**src/sv/rmb_pkg.sv**
```systemverilog
// Shared types and constants of the romberg integration block
`timescale 1ns / 1ps
package rmb_pkg;
   localparam int IDX_WIDTH     = 5;
   localparam int INTERVAL_BITS = 47;
   localparam int SUM_BITS      = 64;
   localparam logic [INTERVAL_BITS-1:0] INTERVAL_RESET = 47'd16777216;
   localparam logic [IDX_WIDTH-1:0]     LEVELS_RESET   = 5'd16;

   typedef enum logic {
      CSR_INTERVAL_WIDTH = 1'b0,
      CSR_LEVELS_IN_USE  = 1'b1
   } csr_index_type;

   // one estimate moving between units
   typedef struct packed {
      logic valid;
      logic sat;
   } token_type;
endpackage

```
**src/sv/rmb_scale.sv**
```systemverilog
// Bit-serial multiply by the step width, round and saturate: forms the first column
`timescale 1ns / 1ps
module rmb_scale #(
   parameter int VALUE_WIDTH   = 48,
   parameter int FRACTION_BITS = 24,
   parameter int MCAND_BITS    = 64
) (
   input  logic                                clock,
   input  logic                                reset,
   input  logic                                start,
   input  logic [MCAND_BITS-1:0]               mcand_i,
   input  logic [MCAND_BITS+rmb_pkg::INTERVAL_BITS+1:0] init_i,
   input  logic [rmb_pkg::INTERVAL_BITS-1:0]   step_i,
   output rmb_pkg::token_type                  tok_o,
   output logic [VALUE_WIDTH-1:0]              val_o
);
   import rmb_pkg::*;

   localparam int W    = VALUE_WIDTH;
   localparam int AW   = MCAND_BITS + INTERVAL_BITS + 2;
   localparam int CNTW = $clog2(INTERVAL_BITS + 1);
   localparam logic [CNTW-1:0] STEPS = CNTW'(INTERVAL_BITS);

   logic [AW-1:0]            acc_ff, mc_ff;
   logic [INTERVAL_BITS-1:0] h_ff;
   logic [CNTW-1:0]          cnt_ff;
   logic                     busy_ff;
   token_type                tok_ff;
   logic [W-1:0]             val_ff;

   logic [AW-1:0] rnd, shr;
   logic          fits, finish;
   logic [W-1:0]  val_in;

   always_comb begin
      rnd    = acc_ff + (AW'(1) << FRACTION_BITS);
      shr    = AW'($signed(rnd) >>> (FRACTION_BITS + 1));
      fits   = (&shr[AW-1:W-1]) || !(|shr[AW-1:W-1]);
      finish = busy_ff && !start && (cnt_ff == '0);
      if (fits) begin
         val_in = shr[W-1:0];
      end else if (shr[AW-1]) begin
         val_in = {1'b1, {(W-1){1'b0}}};
      end else begin
         val_in = {1'b0, {(W-1){1'b1}}};
      end
   end

   always_ff @(posedge clock) begin
      if (reset) begin
         busy_ff <= 1'b0;
         tok_ff  <= '0;
         cnt_ff  <= '0;
      end else begin
         tok_ff <= '{valid: finish, sat: !fits};
         if (start) begin
            acc_ff  <= init_i;
            mc_ff   <= AW'($signed(mcand_i));
            h_ff    <= step_i;
            cnt_ff  <= STEPS;
            busy_ff <= 1'b1;
         end else if (busy_ff) begin
            if (cnt_ff != '0) begin
               acc_ff <= acc_ff + (h_ff[0] ? mc_ff : '0);
               mc_ff  <= {mc_ff[AW-2:0], 1'b0};
               h_ff   <= h_ff >> 1;
               cnt_ff <= cnt_ff - 1'b1;
            end else begin
               busy_ff <= 1'b0;
               val_ff  <= val_in;
            end
         end
      end
   end

   assign tok_o = tok_ff;
   assign val_o = val_ff;
endmodule

```
**config.mk**
```make
export PLATFORM = sky130hd
export DESIGN_NAME = rmb_scale
export DESIGN_NICKNAME = d
export VERILOG_FILES = /design/src/sv/rmb_pkg.sv /design/src/sv/rmb_scale.sv
export SDC_FILE = /design/constraint.sdc
export NUM_CORES = 1
export LEC_CHECK = 0
export ABC_AREA = 1
export BUFFER_PORTS_ARGS = -buffer_cell sky130_fd_sc_hd__buf_4
export CAP_MARGIN = 0
export CORE_ASPECT_RATIO = 0.5
export CORE_MARGIN = 4
export CORE_UTILIZATION = 24
export DETAILED_ROUTE_END_ITERATION = 7
export PLACE_DENSITY = 0.47
export SYNTH_ARGS = -nofsm -noshare
export SYNTH_HDL_FRONTEND = slang
export SYNTH_SLANG_ARGS = --single-unit
export TNS_END_PERCENT = 100
```
**constraint.sdc**
```tcl
create_clock -name clock -period 25.9 [get_ports clock]
set_input_delay 7.77 -clock clock [delete_from_list [all_inputs] [get_ports clock]]
set_output_delay 7.77 -clock clock [all_outputs]
set_load 0.01 [all_outputs]
```
==> results_dict.tcl <==
set metrics [dict create \
    status "completed" \
    post-place-ws_ns 15.06 \
    rr_startpoint "h_ff[0]" \
    hpwl_um 104000 \
    final_util 0.288 \
    synth_nets 4371 \
    crit_path_start "start" \
    layout_commonest_cell "nand2_1" \
    die_width_um 480 \
    cts.clk_slew.worst_paths_ns 0.07 \
    max-cap-violations 0 \
    start_util 0.242 \
    yosys_warnings 0 \
    layout_common_cells "nand2_1, nor2_1, inv_1" \
    critical_path_class "in2reg" \
    fin_crit_sh 0.396 \
    grtUsageTotal 0.204 \
    synth_edf_count 321 \
    cts_setup_buffers 0 \
    fill_cells 12525 \
    wl_per_cell_um 21.3 \
    skew_ns 0.0441 \
    antenna_found_initial 8 \
    irDropWorstVdd_v 0.0000412 \
    final.setup.worst_slack_ns 15.65 \
    cts_resized 0 \
    dominantRegCellSynth "edfxtp_1" \
    rows 86 \
    clkLatencyLatePin_ns 0.60 \
    drive_gt1_frac 0.0980 \
    critPathRequiredTime_ns 26.23 \
    holdBufCountCts 0 \
    cpMaxStageDelayCell "buf_4" \
    drtIter0Drc 2491 \
    ios 277 \
    r2r_slack_ns 20.91 \
    die_h_um 244 \
    cp-end-kind "register" \
    synthArstFlopShare 0 \
    synth-seq-cells 330 \
    numCtsBuffers 39 \
    ant_nets 0 \
    io_buffers 276 \
    via_per_inst 4.72 \
    critPathMaxFanout 95 \
    hp-start "h_ff[13]" \
    firstDrtPassIters 6 \
    clockBufferDepth 3 \
    grt_pass1_wl_um 177000 \
    final_hold_viol_count 0 \
    coreArea_um2 110000 \
    grt_max_degree 143 \
    netlist_instances 4028 \
    root_buffer "clkbuf_16" \
    yosysUniqueCellTypes 43 \
    yosysSeqAreaShare 0.368 \
    fmax_mhz 97.6 \
    worstPathArrival_ns 10.58 \
    powerDensity_nw_per_um2 54.2 \
    area.growth.synth_to_final_pct 18.8 \
    tightestPinTransition_ns 1.05 \
    drc 0 \
    first_global_vias 27029 \
    nNetsFinal 4618 \
    cpPeakStageDelay_ns 0.80 \
    wl_um 124000 \
    start_kind "input pin" \
    cts_tree "done" \
    cts.sinks 330 \
    hp-class "reg2reg" \
    tns_ns 0 \
    period_minus_slack_ns 10.25 \
    maxSlewHeadroom 0.301 \
    syn_area_per_cell_um2 6.63 \
    setup_viol 0 \
    htree_num_levels 2 \
    p_leak_uw 0.0135 \
    crit_chain "clkbuf_8 -> inv_8 -> buf_4 -> buf_4 -> nand2_1 -> nor2_1 -> nor2_1" \
    rsz0062_at_grt "false" \
    place.gp.congestion 0.988 \
    vias 27425 \
    die-area_um2 117000 \
    timing_max_transition_violations_final 0 \
    overflow 0 \
    synth_area_um2 26700 \
]
==> critical path: cells and delay by family <==
kind / cells / cell delay [ns]
buffers and inverters: 4 / 2.22
AND/OR/NAND/NOR: 3 / 0.27
==> metrics by stage <==
stage	hold WS, ns	instances	area (um^2)	power, uW
floorplan	0.455	4028	26700	953
global placement	0.491	5730	30400	1140
detailed placement	0.500	5730	30400	1140
CTS	0.506	5801	31700	1730
global route	0.526	5801	31700	1810
finish	0.509	5805	31700	1720
==> flip-flops by register name, indices dropped and copies added (netlist names) <==
name,flops
acc_ff,113
mc_ff,113
val_o,48
h_ff,47
cnt_ff,6
tok_o,2
busy_ff,1
==> cell usage after synthesis, drive strengths merged, types with 4 or more instances <==
| cell | instances | share of area |
|---|---|---|
| nand3b | 37 | 0.010 |
| and2 | 4 | 0.00094 |
| nand4 | 24 | 0.0056 |
| buf | 14 | 0.0039 |
| a21oi | 259 | 0.049 |
| nor3 | 41 | 0.0077 |
| o211ai | 4 | 0.0011 |
| nor2 | 606 | 0.089 |
| o31ai | 4 | 0.0011 |
| nand3 | 133 | 0.025 |
| o21bai | 12 | 0.0034 |
| or2 | 27 | 0.0063 |
| clkbuf | 69 | 0.0097 |
| a21o | 5 | 0.0014 |
| xnor2 | 63 | 0.021 |
| ha | 115 | 0.054 |
| a21boi | 9 | 0.0025 |
| edfxtp | 321 | 0.36 |
| o21a | 7 | 0.0020 |
| a31oi | 4 | 0.00094 |
| inv | 441 | 0.062 |
| nand2 | 1551 | 0.22 |
| dfxtp | 9 | 0.0067 |
| o21ai | 224 | 0.042 |
| xor2 | 35 | 0.011 |
==> area by class of cell <==
| class | count | area (um^2) | area share |
|---|---|---|---|
| Clock buffer | 48 | 1050 | 0.0331 |
| Clock inverter | 23 | 238 | 0.00749 |
| Timing Repair Buffer | 289 | 2190 | 0.0690 |
| Sequential cell | 330 | 9820 | 0.309 |
| Tap cell | 1496 | 1870 | 0.0590 |
| Antenna cell | 4 | 10.0 | 0.000315 |
| Multi-Input combinational cell | 3173 | 14900 | 0.469 |
| Inverter | 442 | 1670 | 0.0525 |
==> where the power goes <==
| part | internal, uW | leakage, uW | switching (uW) |
|---|---|---|---|
| clock | 323 | 0.000623 | 261 |
| sequential | 638 | 0.00312 | 51.0 |
| combinational | 144 | 0.00980 | 304 |
==> metal layers <==
| layer | share of wire | track usage | vias to the layer above |
|---|---|---|---|
| met4 | 0.022 | 0.0450 | 0 |
| met3 | 0.073 | 0.0371 | 93 |
| li1 | - | - | 13427 |
| met2 | 0.42 | 0.312 | 823 |
| met5 | 0 | 0 | - |
| met1 | 0.48 | 0.298 | 13082 |
==> cell families (layout without fill, tap and decap cells) <==
| group | Yosys count | count (layout) | synth area share |
|---|---|---|---|
| buffers and inverters | 525 | 802 | 0.0758 |
| other | 0 | 4 | 0 |
| adder cells (fa/ha/maj) | 116 | 116 | 0.0546 |
| AO/OA/AOI/OAI | 532 | 532 | 0.104 |
| AND/OR/NAND/NOR | 2427 | 2427 | 0.366 |
| XOR/XNOR | 98 | 98 | 0.0321 |
| flip-flops | 330 | 330 | 0.368 |
==> final timing paths <==
path                                     to  cells after the start
worst max register to register   acc_ff[86]                     14
worst max-delay path            acc_ff[101]                      7
worst min-delay path               h_ff[12]                      2
worst min register to register     h_ff[12]                      2
No activity file was read; power rests on OpenSTA's default activity.
