File: config.mk
export PLATFORM = sky130hd
export DESIGN_NAME = rmb_cell
export DESIGN_NICKNAME = d
export VERILOG_FILES = /design/src/sv/rmb_pkg.sv /design/src/sv/rmb_cell.sv
export SDC_FILE = /design/constraint.sdc
export NUM_CORES = 1
export LEC_CHECK = 0
export BUFFER_PORTS_ARGS = -buffer_cell sky130_fd_sc_hd__buf_4
export CELL_PAD_IN_SITES_DETAIL_PLACEMENT = 1
export CELL_PAD_IN_SITES_GLOBAL_PLACEMENT = 1
export CORE_MARGIN = 1.5
export CORE_UTILIZATION = 25
export DETAILED_ROUTE_END_ITERATION = 7
export PLACE_DENSITY_LB_ADDON = 0.05
export SLEW_MARGIN = 25
export SYNTH_ARGS = -nofsm -noshare
export SYNTH_HDL_FRONTEND = slang
export SYNTH_SLANG_ARGS = --single-unit
File: constraint.sdc
create_clock -name clock -period 14.3 [get_ports clock]
set_input_delay 0.715 -clock clock [delete_from_list [all_inputs] [get_ports clock]]
set_output_delay 0.715 -clock clock [all_outputs]
set_load 0.02 [all_outputs]
File: src/sv/rmb_pkg.sv
// Shared types and constants of the romberg integration block
`timescale 1ns / 1ps
package rmb_pkg;
   localparam int IDX_WIDTH     = 5;
   localparam int INTERVAL_BITS = 47;
   localparam int SUM_BITS      = 64;
   localparam logic [INTERVAL_BITS-1:0] INTERVAL_RESET = 47'd16777216;
   localparam logic [IDX_WIDTH-1:0]     LEVELS_RESET   = 5'd16;

   typedef enum logic {
      CSR_INTERVAL_WIDTH = 1'b0,
      CSR_LEVELS_IN_USE  = 1'b1
   } csr_index_type;

   // one estimate moving between units
   typedef struct packed {
      logic valid;
      logic sat;
   } token_type;
endpackage

File: src/sv/rmb_cell.sv
// One Richardson column cell: holds last row's entry, divides the difference, passes it on
`timescale 1ns / 1ps
module rmb_cell #(
   parameter int VALUE_WIDTH = 48,
   parameter int COLUMN      = 0
) (
   input  logic                              clock,
   input  logic                              reset,
   input  logic [rmb_pkg::IDX_WIDTH-1:0]     rows,
   input  rmb_pkg::token_type                tok_i,
   input  logic [VALUE_WIDTH-1:0]            val_i,
   output rmb_pkg::token_type                tok_o,
   output logic [VALUE_WIDTH-1:0]            val_o,
   output logic                              row_done,
   output logic [VALUE_WIDTH-1:0]            prev_o,
   input  logic                              shift,
   input  logic [VALUE_WIDTH-1:0]            emit_val_i,
   input  logic                              emit_sat_i,
   output logic [VALUE_WIDTH-1:0]            emit_val_o,
   output logic                              emit_sat_o
);
   import rmb_pkg::*;

   localparam int W  = VALUE_WIDTH;
   // the divisor is 2^N - 1
   localparam int N  = 2 * (COLUMN + 1);
   localparam int NS = (N >= W + 1) ? 0 : W + 1 - N;
   localparam logic [W:0] LOW_MASK = {(W+1){1'b1}} >> NS;
   localparam int DW = ((N > W + 1) ? N : W + 1) + 1;
   localparam logic [DW-1:0] DIVISOR = {DW{1'b1}} >> (DW - N);
   localparam logic [IDX_WIDTH-1:0] COL_NUM = IDX_WIDTH'(COLUMN + 1);

   logic [W-1:0]    prev_ff, base_ff, out_val_ff, emit_val_ff;
   logic            neg_ff, busy_ff, emit_sat_ff;
   logic [W:0]      mag_ff, quo_ff;
   token_type       tok_ff;

   logic [W:0]      diff_in, hi, lo, quo_rnd;
   logic [DW-1:0]   rem_w, rem_fin;
   logic            exact, round_up, finish, sat_hi, sat_lo;
   logic [W+1:0]    corr, total;
   logic [W-1:0]    res_in;

   always_comb begin
      diff_in  = {val_i[W-1], val_i} - {prev_ff[W-1], prev_ff};
      // a*2^N + b = a*(2^N - 1) + (a + b): fold the high part onto the low part
      hi       = mag_ff >> N;
      lo       = mag_ff & LOW_MASK;
      rem_w    = DW'(mag_ff);
      exact    = rem_w == DIVISOR;
      rem_fin  = exact ? '0 : rem_w;
      round_up = {rem_fin[DW-2:0], 1'b0} >= DIVISOR;
      quo_rnd  = quo_ff + {{W{1'b0}}, exact} + {{W{1'b0}}, round_up};
      finish   = busy_ff && !tok_i.valid && (hi == '0);
      corr     = neg_ff ? -{1'b0, quo_rnd} : {1'b0, quo_rnd};
      total    = {base_ff[W-1], base_ff[W-1], base_ff} + corr;
      sat_hi   = !total[W+1] && (total[W:W-1] != 2'b00);
      sat_lo   = total[W+1] && (total[W:W-1] != 2'b11);
      if (sat_hi) begin
         res_in = {1'b0, {(W-1){1'b1}}};
      end else if (sat_lo) begin
         res_in = {1'b1, {(W-1){1'b0}}};
      end else begin
         res_in = total[W-1:0];
      end
   end

   always_ff @(posedge clock) begin
      if (reset) begin
         busy_ff <= 1'b0;
         tok_ff  <= '0;
      end else begin
         tok_ff <= '{valid: finish, sat: sat_hi | sat_lo};
         if (tok_i.valid) begin
            prev_ff <= val_i;
            base_ff <= val_i;
            neg_ff  <= diff_in[W];
            mag_ff  <= diff_in[W] ? -diff_in : diff_in;
            quo_ff  <= '0;
            busy_ff <= COL_NUM < rows;
         end else if (busy_ff) begin
            if (hi != '0) begin
               quo_ff <= quo_ff + hi;
               mag_ff <= hi + lo;
            end else begin
               busy_ff    <= 1'b0;
               out_val_ff <= res_in;
            end
         end
      end
   end

   // load the row entry when it arrives, slide toward column one while emitting
   always_ff @(posedge clock) begin
      if (tok_i.valid) begin
         emit_val_ff <= val_i;
         emit_sat_ff <= tok_i.sat;
      end else if (shift) begin
         emit_val_ff <= emit_val_i;
         emit_sat_ff <= emit_sat_i;
      end
   end

   assign tok_o      = tok_ff;
   assign val_o      = out_val_ff;
   assign row_done   = tok_i.valid && (COL_NUM == rows);
   assign prev_o     = prev_ff;
   assign emit_val_o = emit_val_ff;
   assign emit_sat_o = emit_sat_ff;
endmodule

==> results, run 1 <==
- The number of pins exceeding their max-slew limit in the final report is 0.
- After the last flow step, the layout net total stands at between 2000 and 3000.
- Port buffering added between 200 and 300 buffers.
- The max-capacitance violation count is 0.
- For the final database, setup skew stands at between 0.02 and 0.025 ns.
- Once the clock tree was built, the resizer swapped 0 gates to a different size.
- From synthesis to final layout, the design area changed by 19.5%.
- The number of buffers added by the clock tree synthesis step is 36.
- The worst path uses a little over two thirds of the clock period.
- The worst setup path is launched from a flip-flop.
- The area of the mapped netlist is between 20000 and 25000 sq um.
- By instance count, the cell type seen most on the critical path is o21ai_0.
- The floorplan step set the die height to ~300 um.
- Of all nets on the critical path, the largest fanout is 45.
- The count of boundary I/O pins is 255.
- The buffer cell driving the clock tree root is clkbuf_16.
- The final instance area is between 20000 and 30000 sq um.
- The endpoint identified for the worst register-to-register timing path is val_o[14]$_SDFFCE_PP1P_.
- For this block, the initial DRC count from the detailed router was 1059.
- Power spread over the standard cell area amounts to approximately 130 nW/um^2.
- The maximum number of pins on one net before global-route repair is 80.
- The area of the die is 90300 sq um.
- Data on the critical path arrives at its endpoint at roughly 10 ns.
- The count of nets left with antenna violations once routing finished came out at 0.
- The library cell used most frequently in the layout, excluding fill and tap cells, is buf_4.
- The count of flip-flops with a built-in enable after synthesis is 244.
- Sequential elements use about 33% of the synthesized area.
- The final antenna diode count is 0.
- The run finished with clean final reports.
- The via count of the first global-routing pass came to between 20000 and 25000.
- Counting flops and latches in the post-synthesis netlist gives 247.
- The fraction of synthesis flops using an asynchronous set or reset pin is 0%.
- The number of design rule violations left after detail routing is 0.
- The slew at the pin with the worst max-slew slack is a little over 1 ns.
- The via count is around 20000.
- The horizontal die dimension is approximately 300 um.
- The data required time of the critical path is around 15 ns.
- In this run the worst setup path terminates at val_o[14]$_SDFFCE_PP1P_.
- The starting density of the core is between 20% and 30%.
- The mean instance size in the synthesized netlist is just under 9 sq um.
- Leaving out fill and tap cells, the most frequent cells in the layout are 268 x buf_4, 244 x edfxtp_1, 214 x a21oi_1.
- The number of antenna violations at the first check in global routing is 1.
- In this run the critical register-to-register path is launched from mag_ff[11]$_DFFE_PP_.
- The clock net in this run drives a total of between 200 and 250 sinks.
- For this design the static power due to leakage is 10.3 nW.
- The class of the tightest hold or removal check is primary input to flip-flop.
- Measured against its own limit, the worst slew margin works out to a little under a third.
- The primary flip-flop cell chosen by synthesis mapping is edfxtp_1.
- The number of warning messages in the yosys log is 0.
- Detailed placement ended at an HPWL of 73100 um.
- The number of instances in the synthesized netlist is around 2500.
- The number of buffers inserted by hold repair at cts is 0.
- STA classifies the critical path endpoint as a flip-flop.
- Counting along the longest clock path gives a buffer depth of 3.
- Setup violations remaining at the end of the flow were counted as 0.
- The congestion estimate from routability-driven global placement came to between 0.8 and 0.9.
- When the netlist entered floorplanning its net count stood at between 2000 and 3000.
- The classification of the worst setup path is flip-flop to flip-flop.
- The worst setup path startpoint is mag_ff[11]$_DFFE_PP_.
- The slack of the worst reg-to-reg path is approximately 4.3 ns.
- The H-tree was split into 2 levels.
- The logic depth of the worst register-to-register path is 31.
- The clock latency at the later pin of the worst-skew pair is about 0.56 ns.
- The initialized floorplan defines between 100 and 150 standard-cell rows.
- The final sum of negative setup slack is 0 ns.
- After detailed routing, the average wire length per cell comes to between 20 and 25 um.
- For this run, the detailed router's first-pass iteration total came to 5.
- In this design, the stage delay of the slowest critical-path cell is between 0.6 and 0.7 ns.
- In this run, distinct cell masters in the synthesized netlist total between 80 and 90.
- For this block, the routed nets add up to approximately 89000 um of wire.
- Setup repair after global routing left no endpoint under its margin.
- The wire length of the first global-routing pass is about 130000 um.
- In this run the standard cell core region covers between 80000 and 90000 sq um.
- Clock-pin slew was measured on the worst setup and hold paths at about 0.07 ns.
- The proportion of layout cells with a drive suffix above 1 is about 15%.
- TritonCTS built the clock tree.
- For this run the aggregate overflow at the end of global routing stands at 0.
- Across every metal layer, demand over resource in global routing totals just under 20%.
- The instance area at placement is about 25000 sq um.
- The highest ir drop seen on vdd is 0.0705 mV.
- The library cell contributing the largest single delay on the critical path is xor2_1.
- The via-per-instance ratio is ~5.
- The number of hold violations in the final report is 0.
- The post-CTS setup buffer count is 0.
- The worst path needs around 10 ns of the cycle, external delays included.
- Timing would allow up to 0.100 GHz.
-- routing by layer --
layer  global-route usage, %  routed length [um]  up-vias
met2                    30.4               39400      294
li1                        -                   -     9670
met3                    2.07                2650       71
met1                    28.7               45800     9663
met5                       0                   0        -
met4                    3.76                1530        0
-- layout make-up --
type                       instances  area [sq um]
sequential                       247          7390
clock buffer                      44           952
multi-input combinational       2047         13900
fill                           10140         60800
inverter                         110           413
timing repair buffer             269          2020
tap                             1155          1450
clock inverter                    20           295
-- power breakdown --
part           switching [mW]  internal (mW)  leakage, nW
clock network           0.368          0.616        0.608
registers              0.0972          0.919         2.36
logic                   0.889          0.541         7.38
-- cells by family (layout without fill, tap and decap cells) --
group,after synthesis,in the layout,synth area share (%)
flip-flops,247,247,33.4
XOR/XNOR,311,311,12.3
AO/OA/AOI/OAI,728,728,20.5
multiplexers,56,56,2.82
buffers and inverters,216,443,3.84
AND/OR/NAND/NOR,796,796,18.1
adder cells (fa/ha/maj),156,156,8.99
-- cells in the mapped netlist (all sizes together) (26+ instances only) --
master | count | area share [%]
edfxtp | 244 | 33
a21oi | 217 | 4.9
nor2 | 201 | 3.4
o21ai | 198 | 4.5
xnor2 | 190 | 7.5
nand2 | 187 | 3.2
ha | 151 | 8.5
xor2 | 121 | 4.8
inv | 110 | 1.9
a21o | 93 | 3.2
nand3 | 91 | 2.1
clkbuf | 87 | 1.5
nand4 | 63 | 1.8
mux2 | 50 | 2.5
and3 | 44 | 1.2
nor3 | 39 | 0.93
a31oi | 33 | 0.93
o21bai | 26 | 0.88
-- stage by stage --
| stage | worst slack, ns | power (mW) | std cells | util [%] | hold WS, ns |
|---|---|---|---|---|---|
| 2_1_floorplan | 6.77 | 1.98 | 2510 | - | 0.467 |
| 3_3_place_gp | 4.00 | 2.45 | 3828 | 28.9 | 0.546 |
| 3_5_place_dp | 4.13 | 2.46 | 3828 | 28.9 | 0.541 |
| 4_1_cts | 4.11 | 3.48 | 3892 | 30.3 | 0.323 |
| 5_1_grt | 3.43 | 3.66 | 3892 | 30.3 | 0.335 |
| 6_report | 4.32 | 3.43 | 3892 | 30.3 | 0.362 |
-- how the worst min path moves through the flow --
stage | from | slack (ns) | end | depth (start not counted)
2_1_floorplan | busy_ff$_SDFF_PP0_ | 0.47 | tok_o[1]$_SDFF_PP0_ | 1
3_3_place_gp | busy_ff$_SDFF_PP0_ | 0.55 | tok_o[1]$_SDFF_PP0_ | 1
3_5_place_dp | busy_ff$_SDFF_PP0_ | 0.54 | tok_o[1]$_SDFF_PP0_ | 1
4_1_cts | val_i[0] | 0.32 | base_ff[0]$_DFFE_PP_ | 1
5_1_grt | val_i[46] | 0.34 | base_ff[46]$_DFFE_PP_ | 1
6_report | val_i[46] | 0.36 | base_ff[46]$_DFFE_PP_ | 1
-- registers in the layout, indices dropped and copies added, names as in the netlist --
register / cells
base_ff: 48
busy_ff: 1
emit_sat_o: 1
emit_val_o: 48
mag_ff: 49
neg_ff: 1
quo_ff: 49
tok_o: 2
val_o: 48
-- worst max-delay path: cells and delay by family, from the launching register on --
kind / cells / cell delay, ns
and+or+nand+nor: 11 / 3.85
AOI/OAI and AO/OA: 12 / 2.90
xor gates and xnor gates: 4 / 1.23
adders and majority gates: 2 / 0.82
DFF: 1 / 0.54
buffers and inverters: 2 / 0.42
Power figures use the tool's default switching activity.
==> run 2, diff against run 1 <==
Settings changed: ABC_AREA from default to 1.
Clock period 14.3 ns to 8.1 ns, I/O delays scaled along.
==> results, run 2 <==
- The highest ir drop seen on vdd is 0.120 mV (+70%).
- The slew at the pin with the worst max-slew slack is 0.919 ns (-0.107 ns).
- The number of standard-cell rows in the floorplan was 116 (+7.4%).
- The slack of the worst reg-to-reg path came to 0.65 ns (-3.66 ns).
- The endpoint class of the critical path is a flip-flop.
- The number of instances in the synthesized netlist is 3941 (+57%).
- The final sum of negative setup slack is 0 ns (unchanged).
- The area of the mapped netlist was 25200 sq um (+14%).
- The proportion of layout cells with a drive suffix above 1 is 9.00% (-6.1 points).
- The final count of negative-setup-slack endpoints came to 0 (unchanged).
- The commonest cells after synthesis are 1261 x nand2_1, 610 x inv_1, 467 x nor2_1, 260 x a21oi_1, 244 x edfxtp_1.
- The number of warning messages in the yosys log is 0 (unchanged).
- The data required time of the critical path was 8.44 ns (-6.25 ns).
- The total routing usage reported by global routing is 24.3% (+4.9 points).
- The worst setup slack after placement is 0.375 ns (-3.76 ns).
- The leading area contributor after synthesis is edfxtp_1.
- The proportion of netlist area held by the largest area contributor came to 29.1% (-4.0 points).
- The number of optimization iterations in the first detailed-route pass was 4 (-1).
- The global routing's busiest layer is met2.
- The instance area at placement came to 28600 sq um (+14%).
- The final wirelength was 126000 um (+41%).
- The number of filler instances in the final layout is 12690 (+25%).
- The count of boundary I/O pins was 255 (unchanged).
- The tightest hold margin came to 0.0440 ns (-0.318 ns).
- The final clock period utilization by the worst path is 92.0% (+22 points).
- TritonCTS built the clock tree.
- The vertical extent of the die is 320 um (+6.5%).
- STA classifies the critical path startpoint as a flip-flop.
- The number of hold violations in the final report came to 0 (unchanged).
- The mean instance size in the synthesized netlist came to 6.38 sq um (-28%).
- The area of the die was 103000 sq um (+14%).
- The minimum period implied by the final worst setup slack was 7.45 ns (-2.54 ns).
- The library cells used most frequently in the layout, excluding fill and tap cells, are 1260 x nand2_1, 610 x inv_1, 465 x nor2_1.
- The total congestion overflow came to 0 (unchanged).
- The maximum number of pins on one net before global-route repair is 73 (-8.8%).
- The post-synthesis net count was 4204 (+52%).
- The worst relative slew slack is 38.2% (+7.1 points).
- The flow ran to the end, and the final reports show no timing, DRC or antenna violations.
- The worst setup slack after layout is 0.652 ns (-3.66 ns).
- The leakage power is 14.4 nW (+39%).
- The core box area was 99900 sq um (+14%).
- The via count is 26849 (+36%).
- The CTS H-tree depth is 2 (unchanged).
- The number of library cell types mapped by synthesis is 47 (-47%).
- The via count of the first global-routing pass was 27793 (+35%).
- In the final layout, the registers with the most flip-flops are mag_ff x49, quo_ff x49.
- Setup repair after global routing left no endpoint under its margin.
- The number of antenna violations at the first check in global routing is 5 (+4).
- The final instance area is 30100 sq um (+14%).
- The most common cell type on the critical path is nand3_1.
- The detailed-placement wirelength estimate is 106000 um (+46%).
- The routed length per instance is 22.7 um (-1.2%).
- The library cell contributing the largest single delay on the critical path is fa_1.
- The classification of the worst setup path is flip-flop to flip-flop.
- The number of pins exceeding their max-slew limit in the final report is 0 (unchanged).
- The clock latency at the later pin of the worst-skew pair was 0.60 ns (+0.04 ns).
- The share of the yosys chip area belonging to registers came to 29.4% (-4.0 points).
- The horizontal die dimension was 320 um (+6.5%).
- The number of input and output port buffers inserted came to 254 (unchanged).
- The count of flip-flops with a built-in enable after synthesis came to 244 (unchanged).
- The clock-pin slew on the worst setup and hold paths is 0.06 ns (about the same).
- The placer congestion estimate is 0.931 (+4.8%).
- The arrival time at the worst endpoint is 7.79 ns (-2.58 ns).
- The highest cell delay on the worst timing path is 0.55 ns (-0.12 ns).
- The maximum clock skew at final layout was 0.0354 ns (+0.0115 ns).
- The met3 track demand over resource in global routing is 2.32% (+0.25 points).
- The power density over the cells is 218 nW/um^2 (+68%).
- The library cell used most frequently in the layout, excluding fill and tap cells, is nand2_1.
- The number of design rule violations left after detail routing is 0 (unchanged).
- The synthesis-stage register bit count is 247 (unchanged).
- The count of antenna-violating nets left after detailed routing is 0 (unchanged).
- The via-per-instance ratio is 4.83 (-4.5%).
- The wire length of the first global-routing pass was 185000 um (+38%).
- The area growth from synthesis to layout is 19.7%.
- The number of buffers added by the clock tree synthesis step is 37 (+2.8%).
- The buffer cell driving the clock tree root is clkbuf_16.
- The number of buffers on the longest clock path is 3 (unchanged).
- The most used flip-flop cell after synthesis is edfxtp_1.
- The global-route met1 utilization came to 32.4% (+3.7 points).
- The final layout net count is 4492 (+51%).
- The met2 track utilization from global routing was 42.4% (+12 points).
- The achievable clock frequency came to 0.134 GHz (+34%).
- The number of violations reported at the end of detailed-routing iteration 0 is 1658 (+57%).
- The clock net sink count came to 247 (unchanged).
- The fraction of synthesis flops using an asynchronous set or reset pin is 0% (unchanged).
- The starting density of the core is 25.2% (-0.16 points).
- The biggest fanout along the worst timing path is 37 (-18%).
- The min-delay analysis places its worst path in the category primary input to flip-flop.
- The most common cell in the synthesized netlist is nand2_1.
- By area the synthesized netlist is led by edfxtp_1 29%, nand2_1 19%, inv_1 9.1%.
- The max-capacitance violation count is 0 (unchanged).
-- run 2: critical path: cells and delay by family, from the launching register on --
family	cells	cell delay [ns]
adders and majority gates	3	1.13
and+or+nand+nor	24	4.09
xor gates and xnor gates	1	0.52
buffers and inverters	6	0.88
DFF	1	0.51
-- run 2: logic make-up (layout without fill, tap and decap cells) --
logic type      count (synthesis)  count (layout)  synth area share (%)
simple gates                 2181            2181                  36.0
buf+inv                       663             979                  10.1
compound gates                566             566                  12.2
flops                         247             247                  29.4
fa+ha+maj                     156             156                  7.91
xor+xnor                      128             128                  4.46
other cells                     0               1                     0
-- run 2: path summary, 6_finish.rpt --
| path | from | to | depth (start not counted) |
|---|---|---|---|
| setup / recovery | mag_ff[17]$_DFFE_PP_ | val_o[18]$_SDFFCE_PP1P_ | 34 |
| hold / removal | val_i[3] | base_ff[3]$_DFFE_PP_ | 1 |
| setup reg to reg | mag_ff[17]$_DFFE_PP_ | val_o[18]$_SDFFCE_PP1P_ | 34 |
| hold reg to reg | busy_ff$_SDFF_PP0_ | busy_ff$_SDFF_PP0_ | 2 |
-- run 2: timing repair --
item,4_1_cts,5_1_grt
endpoints found under the setup margin,0,48
setup buffers,0,0
endpoints found under the hold margin,26,0
resized for setup,0,6
hold buffers,26,0
-- run 2: where the power goes --
group	switching, mW	internal [mW]	total [mW]
logic	2.11	0.951	3.06
registers	0.246	1.63	1.87
clock network	0.703	0.927	1.63
total	3.06	3.51	6.57
-- run 2: layer usage --
| metal | wire length (um) | share of wire (%) | vias up |
|---|---|---|---|
| met5 | 0 | 0 | - |
| met4 | 2410 | 1.9 | 0 |
| met3 | 3900 | 3.1 | 84 |
| met2 | 60600 | 48 | 442 |
| met1 | 59100 | 47 | 12914 |
| li1 | - | - | 13409 |
-- run 2: cell type report --
type	instances	area (sq um)	share of cell area, %
diodes	1	2.50	0.00831
clock buffers	43	968	3.22
clock inverters	24	196	0.653
inverters	613	2310	7.66
multi-input cells	3031	15300	50.8
flip-flops and latches	247	7390	24.5
well taps	1298	1620	5.39
repair buffers	299	2340	7.77
-- run 2: through the flow --
stage	power [mW]	cells	utilization [%]
floorplan	3.76	3941	-
global placement	4.98	5462	28.7
detailed placement	4.97	5462	28.7
CTS	6.67	5555	30.1
global route	7.04	5555	30.1
finish	6.57	5556	30.1
==> run 3, diff against run 2 <==
Settings changed: PLACE_DENSITY from default to 0.6, PLACE_DENSITY_LB_ADDON 0.05 to default.
==> results, run 3 (synthesized netlist as in run 2, its figures left out) <==
- The number of antenna violations at the first check in global routing is 5 (unchanged).
- The logic depth of the worst register-to-register path came to 33 (-2.9%).
- The startpoint type of the worst setup path is a flip-flop.
- The biggest fanout along the worst timing path was 48 (+30%).
- The slew at the pin with the worst max-slew slack is 1.13 ns (+0.214 ns).
- The clock-pin slew on the worst setup and hold paths is 0.06 ns (about the same).
- The number of optimization iterations in the first detailed-route pass is 7 (+3).
- The power share of the combinational group is 47.5% (+0.9 points).
- The worst relative slew slack is 23.8% (-14 points).
- The proportion of total power due to net switching is 46.7% (+0.097 points).
- The end point of the critical path is val_o[11]$_SDFFCE_PP1P_.
- The number of standard-cell rows in the floorplan is 116 (unchanged).
- The clock latency at the later pin of the worst-skew pair was 0.58 ns (-0.02 ns).
- The power density over the cells is 213 nW/um^2 (-2.5%).
- The highest ir drop seen on vdd came to 0.139 mV (+16%).
- The total congestion overflow is 0 (unchanged).
- The post-CTS setup buffer count was 0 (unchanged).
- The worst setup slack after layout was 0.579 ns (-0.0727 ns).
- The wire length of the first global-routing pass came to 172000 um (-6.7%).
- The run finished with clean final reports.
- The number of input and output port buffers inserted was 254 (unchanged).
- The detailed-placement wirelength estimate is 96700 um (-9.1%).
- The area of the die came to 103000 sq um (unchanged).
- The CTS tree is built.
- The number of design rule violations left after detail routing is 0 (unchanged).
- The final clock period utilization by the worst path is 92.8% (+0.90 points).
- The maximum number of pins on one net before global-route repair is 99 (+36%).
- The overall power is 6.31 mW (-3.9%).
- The final instance area is 29700 sq um (-1.5%).
- The final wirelength is 115000 um (-8.4%).
- The clock net sink count is 247 (unchanged).
- The tightest hold margin is 0.0395 ns (-0.00449 ns).
- The met1 wire length was 52600 um (-11%).
- The most common cell type on the critical path is nand3_1.
- The proportion of power drawn by the clock network came to 22.9% (-1.9 points).
- The number of filler instances in the final layout came to 12809 (+0.94%).
- The CTS H-tree depth came to 2 (unchanged).
- The number of pins exceeding their max-slew limit in the final report is 0 (unchanged).
- The total length of routed met3 wires came to 6750 um (+73%).
- The minimum period implied by the final worst setup slack is 7.52 ns (+0.0727 ns).
- The class of the tightest hold or removal check is primary input to flip-flop.
- The number of buffers added by the clock tree synthesis step is 34 (-8.1%).
- The wire length on met2 was 53600 um (-12%).
- The worst setup slack after placement is 0.627 ns (+0.252 ns).
- The maximum clock skew at final layout is 0.0214 ns (-0.0140 ns).
- The instance count after placement with tap cells included is 5453 (-0.16%).
- The fraction of power consumed by sequential logic is 29.7% (+1.2 points).
- The via count of the first global-routing pass is 27693 (-0.36%).
- The number of buffers on the longest clock path is 3 (unchanged).
- The arrival time at the worst endpoint is 7.84 ns (+0.05 ns).
- The instance area at placement is 28600 sq um (-0.21%).
- The library cell contributing the largest single delay on the critical path is edfxtp_1.
- The final antenna diode count is 0 (-1).
- The internal power of the cells was 3.36 mW (-4.1%).
- The leakage power is 14.1 nW (-1.5%).
- The routed length per instance is 20.9 um (-7.7%).
- The achievable clock frequency was 0.133 GHz (-0.97%).
- The highest cell delay on the worst timing path came to 0.51 ns (-0.04 ns).
- In this run the critical register-to-register path is captured at val_o[11]$_SDFFCE_PP1P_.
- The max-capacitance violation count is 0 (unchanged).
- The filler-free cell count of the finished design is 5519 (-0.67%).
- The placer congestion estimate is 0.923 (-0.83%).
- The starting density of the core is 25.2% (unchanged).
- The final sum of negative setup slack is 0 ns (unchanged).
- The via-per-instance ratio is 4.95 (+2.4%).
- The utilization after layout is 29.7% (-0.44 points).
- The count of boundary I/O pins was 255 (unchanged).
- The total routing usage reported by global routing is 22.1% (-2.2 points).
- The core box area is 99900 sq um (unchanged).
- The data required time of the critical path was 8.42 ns (-0.02 ns).
- The final count of negative-setup-slack endpoints came to 0 (unchanged).
- The horizontal die dimension is 320 um (unchanged).
- In the layout the commonest cells are 1260 x nand2_1, 610 x inv_1, 465 x nor2_1.
- The via count is 27323 (+1.8%).
- The tree is rooted in a clkbuf_16.
- The slack of the worst reg-to-reg path came to 0.58 ns (-0.07 ns).
- The setup path with the least slack is of type flip-flop to flip-flop.
- The endpoint class of the critical path is a flip-flop.
- Setup repair after global routing left no endpoint under its margin.
- The proportion of layout cells with a drive suffix above 1 came to 8.36% (-0.63 points).
- The library cell used most frequently in the layout, excluding fill and tap cells, is nand2_1.
- In this run the worst setup path begins at mag_ff[18]$_DFFE_PP_.
- The vertical extent of the die is 320 um (unchanged).
- The count of antenna-violating nets left after detailed routing came to 0 (unchanged).
- The net switching power figure is 2.95 mW (-3.7%).
- The number of hold violations in the final report was 0 (unchanged).
- The origin of the critical flop-to-flop path is mag_ff[18]$_DFFE_PP_.
- The number of violations reported at the end of detailed-routing iteration 0 is 1766 (+6.5%).
- The largest registers in the layout are mag_ff x49, quo_ff x49.
- The final layout net count was 4462 (-0.67%).
- The highest layer used for signal routing is met5.
- The area growth from synthesis to layout is 17.9%.
[run 3: cell count changes in the layout (fill, tap and decap cells not counted), sizes merged, moves of 2 or more]
cell	change
buf	-9
bufinv	-2
clkinv	-4
dlygate4sd3	-18
inv	-3
[run 3: timing repair]
| action | CTS | global route |
|---|---|---|
| endpoints found under the setup margin | 0 | 47 |
| resized for setup | 0 | 1 |
| endpoints found under the hold margin | 8 | 0 |
| hold buffers | 8 | 0 |
[run 3: metal layers]
metal	GRT usage (%)	vias to the layer above
met2	37.3	653
met5	0	-
li1	-	13366
met1	29.4	13180
met4	5.18	4
met3	3.66	120
[run 3: worst min path at each step]
| stage | from | endpoint | cells past startpoint |
|---|---|---|---|
| final | val_i[24] | base_ff[24]$_DFFE_PP_ | 1 |
| after global routing | val_i[24] | base_ff[24]$_DFFE_PP_ | 1 |
| after CTS | val_i[10] | base_ff[10]$_DFFE_PP_ | 1 |
| after detailed placement | busy_ff$_SDFF_PP0_ | tok_o[1]$_SDFF_PP0_ | 2 |
| after global placement | busy_ff$_SDFF_PP0_ | tok_o[1]$_SDFF_PP0_ | 2 |
| after floorplan | busy_ff$_SDFF_PP0_ | tok_o[1]$_SDFF_PP0_ | 2 |
[run 3: final cells by class]
| cell class | count | area [sq um] | share of cell area (%) |
|---|---|---|---|
| clock buffers | 44 | 910 | 3.07 |
| clock inverters | 14 | 90.1 | 0.304 |
| inverters | 613 | 2300 | 7.76 |
| well taps | 1298 | 1620 | 5.47 |
| repair buffers | 272 | 2090 | 7.03 |
| flip-flops and latches | 247 | 7390 | 24.9 |
| multi-input cells | 3031 | 15300 | 51.5 |
[run 3: critical path: cells and delay by family, from the launching register on]
kind / cells / cell delay [ns]
and+or+nand+nor: 16 / 2.95
adders and majority gates: 4 / 1.16
xor gates and xnor gates: 2 / 0.37
DFF: 1 / 0.51
buffers and inverters: 4 / 0.52
AOI/OAI and AO/OA: 7 / 1.72
[run 3: power by group through the flow]
stage / registers [mW] / clock network [mW] / logic (mW)
floorplan: 1.80 / 0 / 1.96
global placement: 1.89 / 0 / 2.95
detailed placement: 1.89 / 0 / 2.98
CTS: 1.86 / 1.49 / 3.00
global route: 1.88 / 1.52 / 3.34
finish: 1.87 / 1.44 / 2.99
